$ cat config.mk
export PLATFORM = sky130hd
export DESIGN_NAME = cursor_sprite_overlay_unit
export DESIGN_NICKNAME = d
export VERILOG_FILES = /design/src/rtl/core/cso_pkg.sv /design/src/rtl/core/cso_front.sv /design/src/rtl/core/cso_queue.sv /design/src/rtl/core/cso_back.sv /design/src/rtl/core/cursor_sprite_overlay_unit.sv
export SDC_FILE = /design/constraint.sdc
export NUM_CORES = 1
export LEC_CHECK = 0
export ABC_AREA = 0
export BUFFER_PORTS_ARGS = -buffer_cell sky130_fd_sc_hd__buf_2
export CORE_MARGIN = 10
export CORE_UTILIZATION = 55
export DETAILED_ROUTE_END_ITERATION = 8
export PLACE_DENSITY = 0.74
export SLEW_MARGIN = 20
export SYNTH_ARGS = -nofsm -noshare
export SYNTH_HDL_FRONTEND = slang
export SYNTH_HIERARCHICAL = 1
export SYNTH_SLANG_ARGS = --single-unit
$ cat constraint.sdc
create_clock -name clock -period 5.59 [get_ports clock]
set_input_delay 0.559 -clock clock [delete_from_list [all_inputs] [get_ports clock]]
set_output_delay 0.559 -clock clock [all_outputs]
set_load 0.05 [all_outputs]
$ cat src/rtl/core/cso_pkg.sv
// Shared types and constants for the cursor sprite overlay unit.
// Holds opcode and fill codes, colors, the arrow bitmap and the queue entry.
// No dependencies.
`timescale 1ns / 1ps
`default_nettype none

package cso_pkg;

   localparam int FIELD_BITS = 13;
   localparam int COLOR_BITS = 32;
   localparam int ARROW_ROWS = 18;
   localparam int ARROW_COLS = 12;
   localparam int ARM_REACH  = 3;

   localparam logic [COLOR_BITS-1:0] COLOR_WHITE  = 32'hFFFF_FFFF;
   localparam logic [COLOR_BITS-1:0] COLOR_LEFT   = 32'hFFFF_E3E3;
   localparam logic [COLOR_BITS-1:0] COLOR_MIDDLE = 32'hFFE3_FFE3;
   localparam logic [COLOR_BITS-1:0] COLOR_RIGHT  = 32'hFFE3_E3FF;
   localparam logic [COLOR_BITS-1:0] COLOR_BLACK  = 32'hFF00_0000;

   typedef enum logic {
      OP_UPDATE = 1'b0,
      OP_QUERY  = 1'b1
   } opcode_type;

   typedef enum logic {
      STYLE_CROSSHAIR = 1'b0,
      STYLE_ARROW     = 1'b1
   } style_type;

   typedef enum logic [1:0] {
      FILL_WHITE  = 2'd0,
      FILL_LEFT   = 2'd1,
      FILL_MIDDLE = 2'd2,
      FILL_RIGHT  = 2'd3
   } fill_type;

   typedef enum logic [1:0] {
      CSR_STYLE  = 2'd0,
      CSR_WIDTH  = 2'd1,
      CSR_HEIGHT = 2'd2
   } csr_index_type;

   localparam logic [FIELD_BITS-1:0] WIDTH_RESET  = 13'd1024;
   localparam logic [FIELD_BITS-1:0] HEIGHT_RESET = 13'd768;

   typedef enum logic [1:0] {
      PIX_CLEAR    = 2'd0,
      PIX_BORDER   = 2'd1,
      PIX_INTERIOR = 2'd2
   } pix_type;

   localparam logic [1:0] ARROW_MAP [ARROW_ROWS][ARROW_COLS] = '{
      '{2'd1,2'd0,2'd0,2'd0,2'd0,2'd0,2'd0,2'd0,2'd0,2'd0,2'd0,2'd0},
      '{2'd1,2'd1,2'd0,2'd0,2'd0,2'd0,2'd0,2'd0,2'd0,2'd0,2'd0,2'd0},
      '{2'd1,2'd2,2'd1,2'd0,2'd0,2'd0,2'd0,2'd0,2'd0,2'd0,2'd0,2'd0},
      '{2'd1,2'd2,2'd2,2'd1,2'd0,2'd0,2'd0,2'd0,2'd0,2'd0,2'd0,2'd0},
      '{2'd1,2'd2,2'd2,2'd2,2'd1,2'd0,2'd0,2'd0,2'd0,2'd0,2'd0,2'd0},
      '{2'd1,2'd2,2'd2,2'd2,2'd2,2'd1,2'd0,2'd0,2'd0,2'd0,2'd0,2'd0},
      '{2'd1,2'd2,2'd2,2'd2,2'd2,2'd2,2'd1,2'd0,2'd0,2'd0,2'd0,2'd0},
      '{2'd1,2'd2,2'd2,2'd2,2'd2,2'd2,2'd2,2'd1,2'd0,2'd0,2'd0,2'd0},
      '{2'd1,2'd2,2'd2,2'd2,2'd2,2'd2,2'd2,2'd2,2'd1,2'd0,2'd0,2'd0},
      '{2'd1,2'd2,2'd2,2'd2,2'd2,2'd2,2'd2,2'd2,2'd2,2'd1,2'd0,2'd0},
      '{2'd1,2'd2,2'd2,2'd2,2'd2,2'd2,2'd2,2'd1,2'd1,2'd1,2'd0,2'd0},
      '{2'd1,2'd2,2'd2,2'd1,2'd2,2'd2,2'd2,2'd1,2'd0,2'd0,2'd0,2'd0},
      '{2'd1,2'd2,2'd1,2'd0,2'd1,2'd2,2'd2,2'd2,2'd1,2'd0,2'd0,2'd0},
      '{2'd1,2'd1,2'd0,2'd0,2'd1,2'd2,2'd2,2'd2,2'd1,2'd0,2'd0,2'd0},
      '{2'd0,2'd0,2'd0,2'd0,2'd0,2'd1,2'd2,2'd2,2'd2,2'd1,2'd0,2'd0},
      '{2'd0,2'd0,2'd0,2'd0,2'd0,2'd1,2'd2,2'd2,2'd2,2'd1,2'd0,2'd0},
      '{2'd0,2'd0,2'd0,2'd0,2'd0,2'd0,2'd1,2'd2,2'd2,2'd1,2'd0,2'd0},
      '{2'd0,2'd0,2'd0,2'd0,2'd0,2'd0,2'd1,2'd1,2'd1,2'd0,2'd0,2'd0}
   };

   // One classified transaction as it waits for the back end.
   typedef struct packed {
      logic                    is_update;
      logic                    on_screen;
      logic [FIELD_BITS-1:0]   pos_x;
      logic [FIELD_BITS-1:0]   pos_y;
      fill_type                fill;
      logic [COLOR_BITS-1:0]   background;
   } entry_type;

   function automatic logic [COLOR_BITS-1:0] fill_color(input fill_type sel);
      logic [COLOR_BITS-1:0] c;
      unique case (sel)
         FILL_LEFT:   c = COLOR_LEFT;
         FILL_MIDDLE: c = COLOR_MIDDLE;
         FILL_RIGHT:  c = COLOR_RIGHT;
         default:     c = COLOR_WHITE;
      endcase
      return c;
   endfunction

endpackage

`default_nettype wire

$ cat src/rtl/core/cso_front.sv
// Front end: classifies each input transaction and prepares a queue entry.
// Clamps update positions, picks the fill code and checks query bounds.
// Depends on cso_pkg.
`timescale 1ns / 1ps
`default_nettype none

module cso_front #(
   parameter int COORD_BITS = 12
) (
   input  wire logic                           req_opcode,
   input  wire logic signed [cso_pkg::FIELD_BITS-1:0] req_coord_x,
   input  wire logic signed [cso_pkg::FIELD_BITS-1:0] req_coord_y,
   input  wire logic [2:0]                     req_buttons,
   input  wire logic [cso_pkg::COLOR_BITS-1:0] req_background,
   input  wire logic [cso_pkg::FIELD_BITS-1:0] screen_width,
   input  wire logic [cso_pkg::FIELD_BITS-1:0] screen_height,
   output cso_pkg::entry_type                  entry
);
   import cso_pkg::*;

   localparam int EW = (COORD_BITS + 1 > FIELD_BITS) ? COORD_BITS + 1 : FIELD_BITS;
   localparam logic [EW-1:0] LIMIT = EW'(1) << COORD_BITS;

   logic [EW-1:0] eff_w;
   logic [EW-1:0] eff_h;
   logic [EW-1:0] ext_x;
   logic [EW-1:0] ext_y;
   logic          x_inside;
   logic          y_inside;
   logic [EW-1:0] clamp_x;
   logic [EW-1:0] clamp_y;

   function automatic logic [EW-1:0] eff_size(input logic [FIELD_BITS-1:0] reg_val);
      logic [EW-1:0] r;
      r = EW'(reg_val);
      if (r == '0) begin
         r = EW'(1);
      end else if (r > LIMIT) begin
         r = LIMIT;
      end
      return r;
   endfunction

   always_comb begin
      eff_w    = eff_size(screen_width);
      eff_h    = eff_size(screen_height);
      ext_x    = EW'(req_coord_x[FIELD_BITS-2:0]);
      ext_y    = EW'(req_coord_y[FIELD_BITS-2:0]);
      x_inside = !req_coord_x[FIELD_BITS-1] && (ext_x < eff_w);
      y_inside = !req_coord_y[FIELD_BITS-1] && (ext_y < eff_h);

      if (req_coord_x[FIELD_BITS-1]) begin
         clamp_x = '0;
      end else if (!x_inside) begin
         clamp_x = eff_w - EW'(1);
      end else begin
         clamp_x = ext_x;
      end
      if (req_coord_y[FIELD_BITS-1]) begin
         clamp_y = '0;
      end else if (!y_inside) begin
         clamp_y = eff_h - EW'(1);
      end else begin
         clamp_y = ext_y;
      end

      entry.is_update  = (req_opcode == OP_UPDATE);
      entry.on_screen  = x_inside && y_inside;
      entry.background = req_background;
      if (req_opcode == OP_UPDATE) begin
         entry.pos_x = clamp_x[FIELD_BITS-1:0];
         entry.pos_y = clamp_y[FIELD_BITS-1:0];
      end else begin
         entry.pos_x = req_coord_x;
         entry.pos_y = req_coord_y;
      end

      if (req_buttons[0]) begin
         entry.fill = FILL_LEFT;
      end else if (req_buttons[2]) begin
         entry.fill = FILL_MIDDLE;
      end else if (req_buttons[1]) begin
         entry.fill = FILL_RIGHT;
      end else begin
         entry.fill = FILL_WHITE;
      end
   end

endmodule

`default_nettype wire

$ cat src/rtl/core/cso_queue.sv
// Small FIFO of classified entries between the front and back ends.
// Registered storage with head read; reports its fill state as empty, full and count.
// Depends on cso_pkg.
`timescale 1ns / 1ps
`default_nettype none

module cso_queue #(
   parameter int DEPTH = 4
) (
   input  wire logic               clock,
   input  wire logic               reset,
   input  wire logic               push,
   input  cso_pkg::entry_type      push_entry,
   input  wire logic               pop,
   output cso_pkg::entry_type      head,
   output logic                    empty,
   output logic                    full,
   output logic [$clog2(DEPTH+1)-1:0] count
);
   import cso_pkg::*;

   localparam int PW = (DEPTH > 1) ? $clog2(DEPTH) : 1;
   localparam int CW = $clog2(DEPTH + 1);

   entry_type         slots_ff [DEPTH];
   logic [PW-1:0]     wr_ptr_ff, wr_ptr_in;
   logic [PW-1:0]     rd_ptr_ff, rd_ptr_in;
   logic [CW-1:0]     count_ff, count_in;

   function automatic logic [PW-1:0] next_ptr(input logic [PW-1:0] p);
      logic [PW-1:0] n;
      n = (p == PW'(DEPTH - 1)) ? '0 : p + PW'(1);
      return n;
   endfunction

   always_comb begin
      wr_ptr_in = push ? next_ptr(wr_ptr_ff) : wr_ptr_ff;
      rd_ptr_in = pop ? next_ptr(rd_ptr_ff) : rd_ptr_ff;
      count_in  = count_ff;
      if (push && !pop) begin
         count_in = count_ff + CW'(1);
      end else if (pop && !push) begin
         count_in = count_ff - CW'(1);
      end
   end

   always_ff @(posedge clock) begin
      if (reset) begin
         wr_ptr_ff <= '0;
         rd_ptr_ff <= '0;
         count_ff  <= '0;
      end else begin
         wr_ptr_ff <= wr_ptr_in;
         rd_ptr_ff <= rd_ptr_in;
         count_ff  <= count_in;
      end
   end

   always_ff @(posedge clock) begin
      if (push) begin
         slots_ff[wr_ptr_ff] <= push_entry;
      end
   end

   assign head  = slots_ff[rd_ptr_ff];
   assign empty = (count_ff == '0);
   assign full  = (count_ff == CW'(DEPTH));
   assign count = count_ff;

endmodule

`default_nettype wire

$ cat src/rtl/core/cso_back.sv
// Back end: holds the cursor state, composites query pixels, drives the result.
// Applies updates in order with queries; the result sits in an output register.
// Depends on cso_pkg.
`timescale 1ns / 1ps
`default_nettype none

module cso_back #(
   parameter int COORD_BITS = 12
) (
   input  wire logic                           clock,
   input  wire logic                           reset,
   input  cso_pkg::entry_type                  head,
   input  wire logic                           head_valid,
   input  wire logic                           cursor_style,
   output logic                                pop,
   output logic                                rsp_valid,
   input  wire logic                           rsp_ready,
   output logic [cso_pkg::COLOR_BITS-1:0]      rsp_pixel_color,
   output logic                                rsp_cursor_hit
);
   import cso_pkg::*;

   localparam int DW = ((COORD_BITS > FIELD_BITS) ? COORD_BITS : FIELD_BITS) + 2;

   logic [COORD_BITS-1:0]   col_ff;
   logic [COORD_BITS-1:0]   row_ff;
   fill_type                fill_ff;
   logic                    valid_ff, valid_in;
   logic [COLOR_BITS-1:0]   color_ff, color_in;
   logic                    hit_ff, hit_in;
   logic signed [DW-1:0]    dx;
   logic signed [DW-1:0]    dy;
   logic [1:0]              pix;

   always_comb begin
      pop      = head_valid && (head.is_update || !valid_ff || rsp_ready);
      dx       = DW'(head.pos_x) - DW'(col_ff);
      dy       = DW'(head.pos_y) - DW'(row_ff);
      pix      = PIX_CLEAR;
      hit_in   = 1'b0;
      color_in = head.background;

      if (head.on_screen) begin
         if (cursor_style == STYLE_CROSSHAIR) begin
            if (((dy == 0) && (dx >= -ARM_REACH) && (dx <= ARM_REACH)) ||
                ((dx == 0) && (dy >= -ARM_REACH) && (dy <= ARM_REACH))) begin
               hit_in   = 1'b1;
               color_in = ((dx == 0) && (dy == 0)) ? fill_color(fill_ff) : COLOR_WHITE;
            end
         end else if ((dx >= 0) && (dx < ARROW_COLS) && (dy >= 0) && (dy < ARROW_ROWS)) begin
            pix = ARROW_MAP[dy[4:0]][dx[3:0]];
            if (pix != PIX_CLEAR) begin
               hit_in   = 1'b1;
               color_in = (pix == PIX_BORDER) ? COLOR_BLACK : fill_color(fill_ff);
            end
         end
      end

      valid_in = valid_ff && !rsp_ready;
      if (pop && !head.is_update) begin
         valid_in = 1'b1;
      end
   end

   always_ff @(posedge clock) begin
      if (reset) begin
         col_ff   <= '0;
         row_ff   <= '0;
         fill_ff  <= FILL_WHITE;
         valid_ff <= 1'b0;
      end else begin
         valid_ff <= valid_in;
         if (pop && head.is_update) begin
            col_ff  <= COORD_BITS'(head.pos_x);
            row_ff  <= COORD_BITS'(head.pos_y);
            fill_ff <= head.fill;
         end
      end
   end

   always_ff @(posedge clock) begin
      if (pop && !head.is_update) begin
         color_ff <= color_in;
         hit_ff   <= hit_in;
      end
   end

   assign rsp_valid       = valid_ff;
   assign rsp_pixel_color = color_ff;
   assign rsp_cursor_hit  = hit_ff;

endmodule

`default_nettype wire

$ cat src/rtl/core/cursor_sprite_overlay_unit.sv
// Top level of the hardware cursor overlay: configuration registers,
// front end, entry queue and back end. Depends on cso_pkg, cso_front,
// cso_queue and cso_back.
//
//   Channel   Direction  Handshake           Carries
//   req_      in         req_valid/ready     opcode, coord_x/y, buttons, background
//   rsp_      out        rsp_valid/ready     pixel_color, cursor_hit
//   csr_      in         csr_write_enable    index, 13-bit write data
//
// One transaction enters per cycle while the queue is not full; a query result is
// registered in the back end after the entry queue; updates produce no result.
// Throughput is set by the back end; it retires one entry per cycle unless stalled.
// A stalled result port holds the output register while the queue absorbs
// up to QUEUE_DEPTH more transactions; req_ready drops only when it is full.
// Reset restores the configuration defaults and clears the cursor state.
`timescale 1ns / 1ps
`default_nettype none

module cursor_sprite_overlay_unit #(
   parameter int COORD_BITS  = 12,
   parameter int QUEUE_DEPTH = 4
) (
   input  wire logic                           clock,
   input  wire logic                           reset,
   input  wire logic                           req_valid,
   output logic                                req_ready,
   input  wire logic                           req_opcode,
   input  wire logic signed [cso_pkg::FIELD_BITS-1:0] req_coord_x,
   input  wire logic signed [cso_pkg::FIELD_BITS-1:0] req_coord_y,
   input  wire logic [2:0]                     req_buttons,
   input  wire logic [cso_pkg::COLOR_BITS-1:0] req_background,
   output logic                                rsp_valid,
   input  wire logic                           rsp_ready,
   output logic [cso_pkg::COLOR_BITS-1:0]      rsp_pixel_color,
   output logic                                rsp_cursor_hit,
   input  wire logic                           csr_write_enable,
   input  wire logic [1:0]                     csr_index,
   input  wire logic [cso_pkg::FIELD_BITS-1:0] csr_write_data
);
   import cso_pkg::*;

   localparam int CW = $clog2(QUEUE_DEPTH + 1);

   logic                    style_ff;
   logic [FIELD_BITS-1:0]   width_ff;
   logic [FIELD_BITS-1:0]   height_ff;
   entry_type               new_entry;
   entry_type               head;
   logic                    q_empty;
   logic                    q_full;
   logic [CW-1:0]           q_count;
   logic                    push;
   logic                    pop;

   always_ff @(posedge clock) begin
      if (reset) begin
         style_ff  <= STYLE_ARROW;
         width_ff  <= WIDTH_RESET;
         height_ff <= HEIGHT_RESET;
      end else if (csr_write_enable) begin
         unique case (csr_index)
            CSR_STYLE:  style_ff  <= csr_write_data[0];
            CSR_WIDTH:  width_ff  <= csr_write_data;
            CSR_HEIGHT: height_ff <= csr_write_data;
            default: ;
         endcase
      end
   end

   assign req_ready = !q_full;
   assign push      = req_valid && !q_full;

   cso_front #(
      .COORD_BITS(COORD_BITS)
   ) u_front (
      .req_opcode     (req_opcode),
      .req_coord_x    (req_coord_x),
      .req_coord_y    (req_coord_y),
      .req_buttons    (req_buttons),
      .req_background (req_background),
      .screen_width   (width_ff),
      .screen_height  (height_ff),
      .entry          (new_entry)
   );

   cso_queue #(
      .DEPTH(QUEUE_DEPTH)
   ) u_queue (
      .clock      (clock),
      .reset      (reset),
      .push       (push),
      .push_entry (new_entry),
      .pop        (pop),
      .head       (head),
      .empty      (q_empty),
      .full       (q_full),
      .count      (q_count)
   );

   cso_back #(
      .COORD_BITS(COORD_BITS)
   ) u_back (
      .clock           (clock),
      .reset           (reset),
      .head            (head),
      .head_valid      (!q_empty),
      .cursor_style    (style_ff),
      .pop             (pop),
      .rsp_valid       (rsp_valid),
      .rsp_ready       (rsp_ready),
      .rsp_pixel_color (rsp_pixel_color),
      .rsp_cursor_hit  (rsp_cursor_hit)
   );

`ifndef SYNTHESIS
   a_queue_bound: assert property (@(posedge clock) disable iff (reset)
      q_count <= CW'(QUEUE_DEPTH))
      else $error("entry queue holds more than its depth");

   a_queue_grow: assert property (@(posedge clock) disable iff (reset)
      (push && !pop) |=> (q_count == $past(q_count) + CW'(1)))
      else $error("entry queue did not grow on a lone push");

   a_hit_color: assert property (@(posedge clock) disable iff (reset)
      (rsp_valid && rsp_cursor_hit) |->
         (rsp_pixel_color == COLOR_WHITE || rsp_pixel_color == COLOR_BLACK ||
          rsp_pixel_color == COLOR_LEFT || rsp_pixel_color == COLOR_MIDDLE ||
          rsp_pixel_color == COLOR_RIGHT))
      else $error("covered pixel carries a color outside the cursor palette");

   a_no_pop_empty: assert property (@(posedge clock) disable iff (reset)
      pop |-> !q_empty)
      else $error("back end retired an entry from an empty queue");
`endif

endmodule

`default_nettype wire
==> qor.txt, run 1 <==
Post-synth EDFFs -> 281
Worst slew pin tran -> 1.07 ns
# nets final -> 1569
Post-cts sizing count -> 0
Final Instance Area -> 19200 µm²
Max Root-Sink Buffers -> 3
WS Path Type -> reg2reg
Simple-Gate Fraction of Synth Area -> 12.2%
First DRT Iteration DRCs -> 801
IO buf count -> 116
Worst hold path cell count -> 1
Worst skew pair latency -> 0.53 ns
Worst EP required -> 5.87 ns
Async S/R FF share, synth -> 0%
Synth Area in Adders -> 4.80%
Num CTS Buffers -> 36
DR DRC count -> 0
GRT Total Usage -> 19.2%
Sequential share of the synthesized area -> 55.7%
Synth Net Count -> 1493
Routed wire length -> 37.6 mm
Area leader, netlist -> edfxtp_1
Initial antenna violation count -> 0
WHS -> 0.245 ns
DRT Pass-1 Iters -> 7
Final Hold Vio Count -> 0
Min cycle time layout -> 5.07 ns
Largest net degree at the start of global routing -> 79
Cts hold-fix bufs -> 0
Post-DP HPWL -> 25.3 mm
Post-synthesis cell count -> 1346
Synth Area in Compound Gates -> 9.82%
Rel. slew slack -> 28.4%
Status -> finished, final reports clean
First-pass GRT wire length -> 60.3 mm
HP Class -> in2reg
Die width -> 198 µm
Combinational power share -> 48.5%
Clk network pwr share -> 21.0%
Share of the clock period used by the worst path -> 90.8%
Pwr/cell area -> 594 nW/µm²
Warnings from Yosys -> 6
H-tree lvl count -> 2
Reg clk slew, reported paths -> 0.06 ns
Fillers -> 2415
Routability cong. -> 0.905
CP arrival -> 5.35 ns
# rows -> 65
Int Pwr -> 6.78 mW
Max cap viols -> 0
#FFs+latches synth -> 344
Min-Delay Endpoint -> u_queue/slots_ff[2][20]$_DFFE_PP_
Mux contribution to synthesized area -> 11.4%
Startpoint Class -> flop
Routed Antenna Nets -> 0
Leakage power -> 6.95 nW
Slew Viols, Final -> 0
Area occupied by multi-input gates -> 6880 µm²
Sw frac -> 40.5%
Final setup viols -> 0
IO Count -> 117
Synth top area cells -> edfxtp_1 48%, mux4_2 7.8%, dfxtp_1 7.2%
Share of layout cells above drive strength 1 -> 20.9%
XOR/XNOR Fraction of Synth Area -> 1.20%
Area of placed instances -> 18000 µm²
Largest family of logic cells by synthesized area -> simple AND/OR/NAND/NOR gates
Die height -> 198 µm
Worst Hold Launch -> req_background[20]
WL/cell -> 20.3 µm
TritonCTS clock tree -> done
Most used DFF post-synth -> edfxtp_1
Syn Area/Cell -> 12.9 µm²
Core footprint -> 31400 µm²
Synthesis-to-layout area growth -> 10.2%
Via density -> 5.96
Reg2Reg Setup Slack -> 0.52 ns
Reg2Reg Depth -> 12
CTS root buf -> clkbuf_16
Via Count -> 11.0k
Initial Utilization -> 55.5%
Worst-case clock skew -> 0.0145 ns
Count of cell types in the netlist -> 84
Worst slack, placed -> 0.521 ns
Share of the synthesized area in the top cell type -> 48.5%
Reg2reg end -> u_back/rsp_pixel_color[21]$_DFFE_PP_
GR Overflow Total -> 0
Max Freq -> 197 MHz
N_diodes -> 0
RSZ-0062 raised after global routing -> false
Max VDD drop -> 386 µV
Sw Pwr -> 4.62 mW
CP Capture Type -> flop
Clock sink count -> 344
Post-CTS repair timing setup buffer count -> 0
Mapped cell area -> 17400 µm²
Number of global-route vias before repair -> 11.3k
Sequential share of power -> 30.4%
Seq. cell area -> 9700 µm²
Final setup margin -> 0.516 ns
Setup TNS -> 0 ns
CP max FO -> 21
Die area -> 39200 µm²
-- cell type report --
cell class	instances	area share, %
clock inverters	15	0.841
inverters	56	1.10
clock buffers	51	5.48
multi-input cells	855	35.9
flip-flops and latches	344	50.6
well taps	402	2.62
repair buffers	129	3.53
-- cell families (layout without fill, tap and decap cells) --
logic type / count (synthesis) / after routing
AOI/OAI and AO/OA: 245 / 245
xor gates and xnor gates: 23 / 23
adders and majority gates: 65 / 65
buffers and inverters: 147 / 251
DFF: 344 / 344
muxes: 113 / 113
and+or+nand+nor: 409 / 409
-- worst max-delay path, stage by stage, from the launching register on --
cell and delay (ns):
dfxtp_4 0.60, mux4_2 0.61, ha_1 0.47, nand2_1 0.08
a211oi_1 0.55, o21ai_0 0.26, a2111oi_0 0.49, o211ai_1 0.24
nor2b_1 0.25, nand3_1 0.15, a21oi_1 0.26, nand3_1 0.51
a21o_1 0.35
-- through the flow --
| stage | util, % | cells | power, mW |
|---|---|---|---|
| after floorplan | - | 1346 | 7.87 |
| after global placement | 57.2 | 1786 | 8.88 |
| after detailed placement | 57.2 | 1786 | 8.97 |
| after CTS | 61.1 | 1852 | 11.4 |
| after global routing | 61.1 | 1852 | 12.1 |
| final | 61.1 | 1852 | 11.4 |
-- power by group through the flow --
stage | Sequential, mW | Clock [mW] | Combinational, mW
6_report | 3.47 | 2.40 | 5.53
5_1_grt | 3.51 | 2.55 | 6.09
4_1_cts | 3.48 | 2.44 | 5.50
3_5_place_dp | 3.52 | 0 | 5.45
3_3_place_gp | 3.51 | 0 | 5.37
2_1_floorplan | 3.82 | 0 | 4.05
-- worst max-delay path by stage --
stage	start	end	slack, ns	depth (start not counted)
final	flop	u_back/rsp_pixel_color[21]$_DFFE_PP_	0.52	12
after global routing	flop	u_back/rsp_pixel_color[21]$_DFFE_PP_	0.008	12
after CTS	flop	u_back/rsp_pixel_color[21]$_DFFE_PP_	0.51	12
after detailed placement	flop	u_back/rsp_pixel_color[21]$_DFFE_PP_	0.52	12
after global placement	flop	u_back/rsp_pixel_color[10]$_DFFE_PP_	0.68	14
after floorplan	flop	u_back/rsp_pixel_color[10]$_DFFE_PP_	1.18	17
-- state kept, by name (all words and copies together), names as in the netlist, named ones only --
signal and flops:
u_queue/rd_ptr_ff 2, height_ff 13, u_queue/wr_ptr_ff 2, width_ff 13
u_back/rsp_cursor_hit 1, u_back/rsp_pixel_color 32, u_back/row_ff 12, u_back/fill_ff 2
u_back/rsp_valid 1, u_queue/count 3, style_ff 1, u_queue/slots_ff 248
u_back/col_ff 12
-- cell usage after synthesis (all sizes together) (8+ instances only) --
cell type	instances
nand4	17
and2	10
a21o	18
inv	56
xnor2	12
nor4	16
or4	9
o21a	15
and3	10
ha	62
o21ai	31
edfxtp	281
nand3	29
a21oi	75
dfxtp	63
or3	13
nand2	116
nand2b	51
a21bo	9
mux4	63
a31oi	8
nor2	73
or2b	8
mux2	16
o211ai	10
o2bb2ai	10
nand3b	8
a211oi	13
nor3	25
xor2	11
mux2i	34
clkbuf	33
buf	58
o2111ai	10
-- per-layer routing --
layer	up-vias	global-route usage (%)	share of wire, %
met2	302	32.6	50
met3	50	2.78	5.3
met1	5435	25.5	43
met4	0	4.73	1.8
met5	-	0	0
li1	5254	-	-
-- layout by cell type, fill, tap and decap left out, types with 14 or more instances in the layout --
cell type / netlist / layout
o21ai_0: 30 / 30
nor3_1: 25 / 25
nor2_1: 72 / 72
inv_1: 56 / 56
dfxtp_1: 63 / 61
a21o_1: 18 / 18
edfxtp_1: 281 / 281
nand4_1: 17 / 17
o21a_1: 14 / 14
nand2_1: 116 / 116
clkbuf_16: 0 / 37
a21oi_1: 73 / 73
ha_1: 62 / 62
nand3_1: 29 / 29
mux4_2: 60 / 60
buf_2: 13 / 116
nand2b_1: 51 / 51
mux2i_1: 34 / 34
No activity file was read; power rests on OpenSTA's default activity.
==> run 2: changes to the inputs <==
Settings changed: CORE_MARGIN 10 to not set, PLACE_DENSITY 0.74 to 0.76.
Clock period 5.59 ns to 4.5 ns, I/O delays scaled along.
==> run 2 against run 1 <==
Compared with the run above: the run now ends with DRC left; maximum frequency rose by 17%; combinational power rose by 47%; wire length fell by 1.1%; clock power rose by 17%; critical endpoint is now u_back/rsp_pixel_color[11]$_DFFE_PP_; first-iteration DRC count rose by 26%; critical path type unchanged; register-to-register slack got worse by 0.36 ns; sequential share of layout area fell by 1.6 points; cell count rose by 2.9%.
==> qor.txt, run 2 (synthesized netlist as in run 1, its figures left out) <==
H-tree lvl count -> 2 (unchanged)
Die width -> 180 µm (-9.1%)
IO Count -> 117 (unchanged)
Synthesis-to-layout area growth -> 13.8%
N_diodes -> 0 (unchanged)
First DRT Iteration DRCs -> 1011 (+26%)
Routed wire length -> 37.2 mm (-1.1%)
Number of global-route vias before repair -> 11.2k (-0.78%)
Fillers -> 2212 (-8.4%)
Pwr/cell area -> 766 nW/µm² (+29%)
Pwr Total -> 15.2 mW (+33%)
Area occupied by multi-input gates -> 7110 µm² (+3.3%)
Largest net degree at the start of global routing -> 79 (unchanged)
Violated checks -> DRC
Max cap viols -> 0 (unchanged)
Most frequent cells in the layout -> 281 x edfxtp_1, 116 x buf_2, 116 x nand2_1
Max VDD drop -> 406 µV (+5.2%)
Via Count -> 11.4k (+3.4%)
First-pass GRT wire length -> 59.0 mm (-2.2%)
CP arrival -> 4.63 ns (-0.72 ns)
Worst-path cell chain -> buf_4, buf_6, mux4_2, ha_1, buf_4, nor2_1, a21oi_1, o22a_1, o311a_1, or4_4, nor3_4, o2111ai_2, a21oi_2, buf_6, o21ai_4, a21bo_2
CP max stage cell -> or4_4
Reg clk slew, reported paths -> 0.06 ns (about the same)
Num CTS Buffers -> 35 (-2.8%)
Max Freq -> 230 MHz (+17%)
CP Capture Type -> flop
# rows -> 64 (-1.5%)
Worst skew pair latency -> 0.53 ns (about the same)
Largest stage delay, worst path -> 0.59 ns (-0.02 ns)
DRT Pass-1 Iters -> 9 (+2)
CTS root buf -> clkbuf_16
WHS -> 0.135 ns (-0.110 ns)
GRT Total Usage -> 22.8% (+3.6 points)
Final setup viols -> 0 (unchanged)
Routed Antenna Nets -> 0 (unchanged)
Slew Viols, Final -> 0 (unchanged)
Routability cong. -> 0.913 (+0.91%)
Rel. slew slack -> 29.7% (+1.3 points)
# nets final -> 1630 (+3.9%)
IO buf count -> 116 (unchanged)
Max FFs per register -> 248 (unchanged)
TritonCTS clock tree -> done
Worst EP required -> 4.78 ns (-1.09 ns)
Final Hold Vio Count -> 0 (unchanged)
Die area -> 32400 µm² (-17%)
Most common cell after layout, fill and taps aside -> edfxtp_1
DR DRC count -> 5 (+5)
Cts hold-fix bufs -> 0 (unchanged)
Min cycle time layout -> 4.34 ns (-0.729 ns)
Core footprint -> 30800 µm² (-1.8%)
Initial Utilization -> 56.5% (+1.0 points)
GR Overflow Total -> 0 (unchanged)
Seq. cell area -> 9700 µm² (unchanged)
CP max FO -> 6 (-71%)
Final setup margin -> 0.156 ns (-0.361 ns)
Status -> complete, but fails checks
Via density -> 5.99 (+0.49%)
Clock sink count -> 344 (unchanged)
Max Root-Sink Buffers -> 3 (unchanged)
Leakage power -> 7.25 nW (+4.2%)
Worst slew pin tran -> 1.05 ns (-0.0195 ns)
Biggest register -> u_queue/slots_ff
Die height -> 180 µm (-9.1%)
RSZ-0062 raised after global routing -> true
Share of the clock period used by the worst path -> 96.5% (+5.8 points)
Startpoint Class -> flop
Post-DP HPWL -> 25.3 mm (+0.12%)
WS Path Type -> reg2reg
Initial antenna violation count -> 0 (unchanged)
HP Class -> in2reg
WL/cell -> 19.5 µm (-3.9%)
Setup TNS -> 0 ns (unchanged)
Final core utilization -> 64.3% (+3.1 points)
Worst-case clock skew -> 0.0106 ns (-0.00391 ns)
Worst slack, placed -> -0.123 ns (-0.645 ns)
Share of layout cells above drive strength 1 -> 25.8% (+4.9 points)
run 2: changes by cell type in the layout (fill, tap and decap cells not counted), moves of 3 or more:
cell / delta
buf_4: +54
ha_1: -8
clkbuf_1: +6
buf_6: +5
clkbuf_8: -4
ha_2: +4
ha_4: +4
a21oi_1: -3
nand2b_1: -3
run 2: worst paths after layout:
| kind | startpoint | endpoint | slack [ns] | cells after the start |
|---|---|---|---|---|
| min | req_background[26] | u_queue/slots_ff[0][26]$_DFFE_PP_ | 0.14 | 1 |
| max | flop | u_back/rsp_pixel_color[11]$_DFFE_PP_ | 0.16 | 16 |
| max reg2reg | flop | u_back/rsp_pixel_color[11]$_DFFE_PP_ | 0.16 | 16 |
| min reg2reg | u_back/col_ff[9]$_SDFFE_PP0P_ | u_back/col_ff[9]$_SDFFE_PP0P_ | 0.45 | 2 |
run 2: area by class of cell:
class,instances,share of cell area [%]
clock buffer,50,4.86
sequential,344,49.0
multi-input combinational,856,35.9
timing repair buffer,190,5.95
tap,396,2.50
inverter,56,1.06
clock inverter,14,0.783
run 2: worst max-delay path: cells and delay by family (launching register included):
family,cells,cell delay [ns]
compound gates,7,1.28
simple gates,3,0.91
buf+inv,4,0.62
mux,1,0.54
flops,1,0.40
fa+ha+maj,1,0.36
run 2: metrics by stage:
step                instances  area [µm²]
floorplan                1346       17400
global route             1906       19800
CTS                      1889       19500
global placement         1825       18300
finish                   1906       19800
detailed placement       1825       18300
run 2: power by group:
| group | leakage, nW | internal (mW) | switching (mW) | total (mW) |
|---|---|---|---|---|
| clock | 0.542 | 1.63 | 1.19 | 2.81 |
| sequential | 3.11 | 4.05 | 0.200 | 4.25 |
| combinational | 3.60 | 3.32 | 4.79 | 8.11 |
run 2: repair_timing:
item / in CTS / in global routing
setup endpoints to repair: 17 / 33
pin swaps: 0 / 16
buffers inserted: 0 / 17
cloned: 0 / 1
gates resized for setup: 3 / 53
run 2: routing by layer:
layer	vias to the layer above	global-route usage [%]	share of wire [%]
li1	5376	-	-
met1	5592	30.4	43
met2	378	38.6	49
met3	73	3.08	5.2
met4	0	7.90	2.5
met5	-	0	0
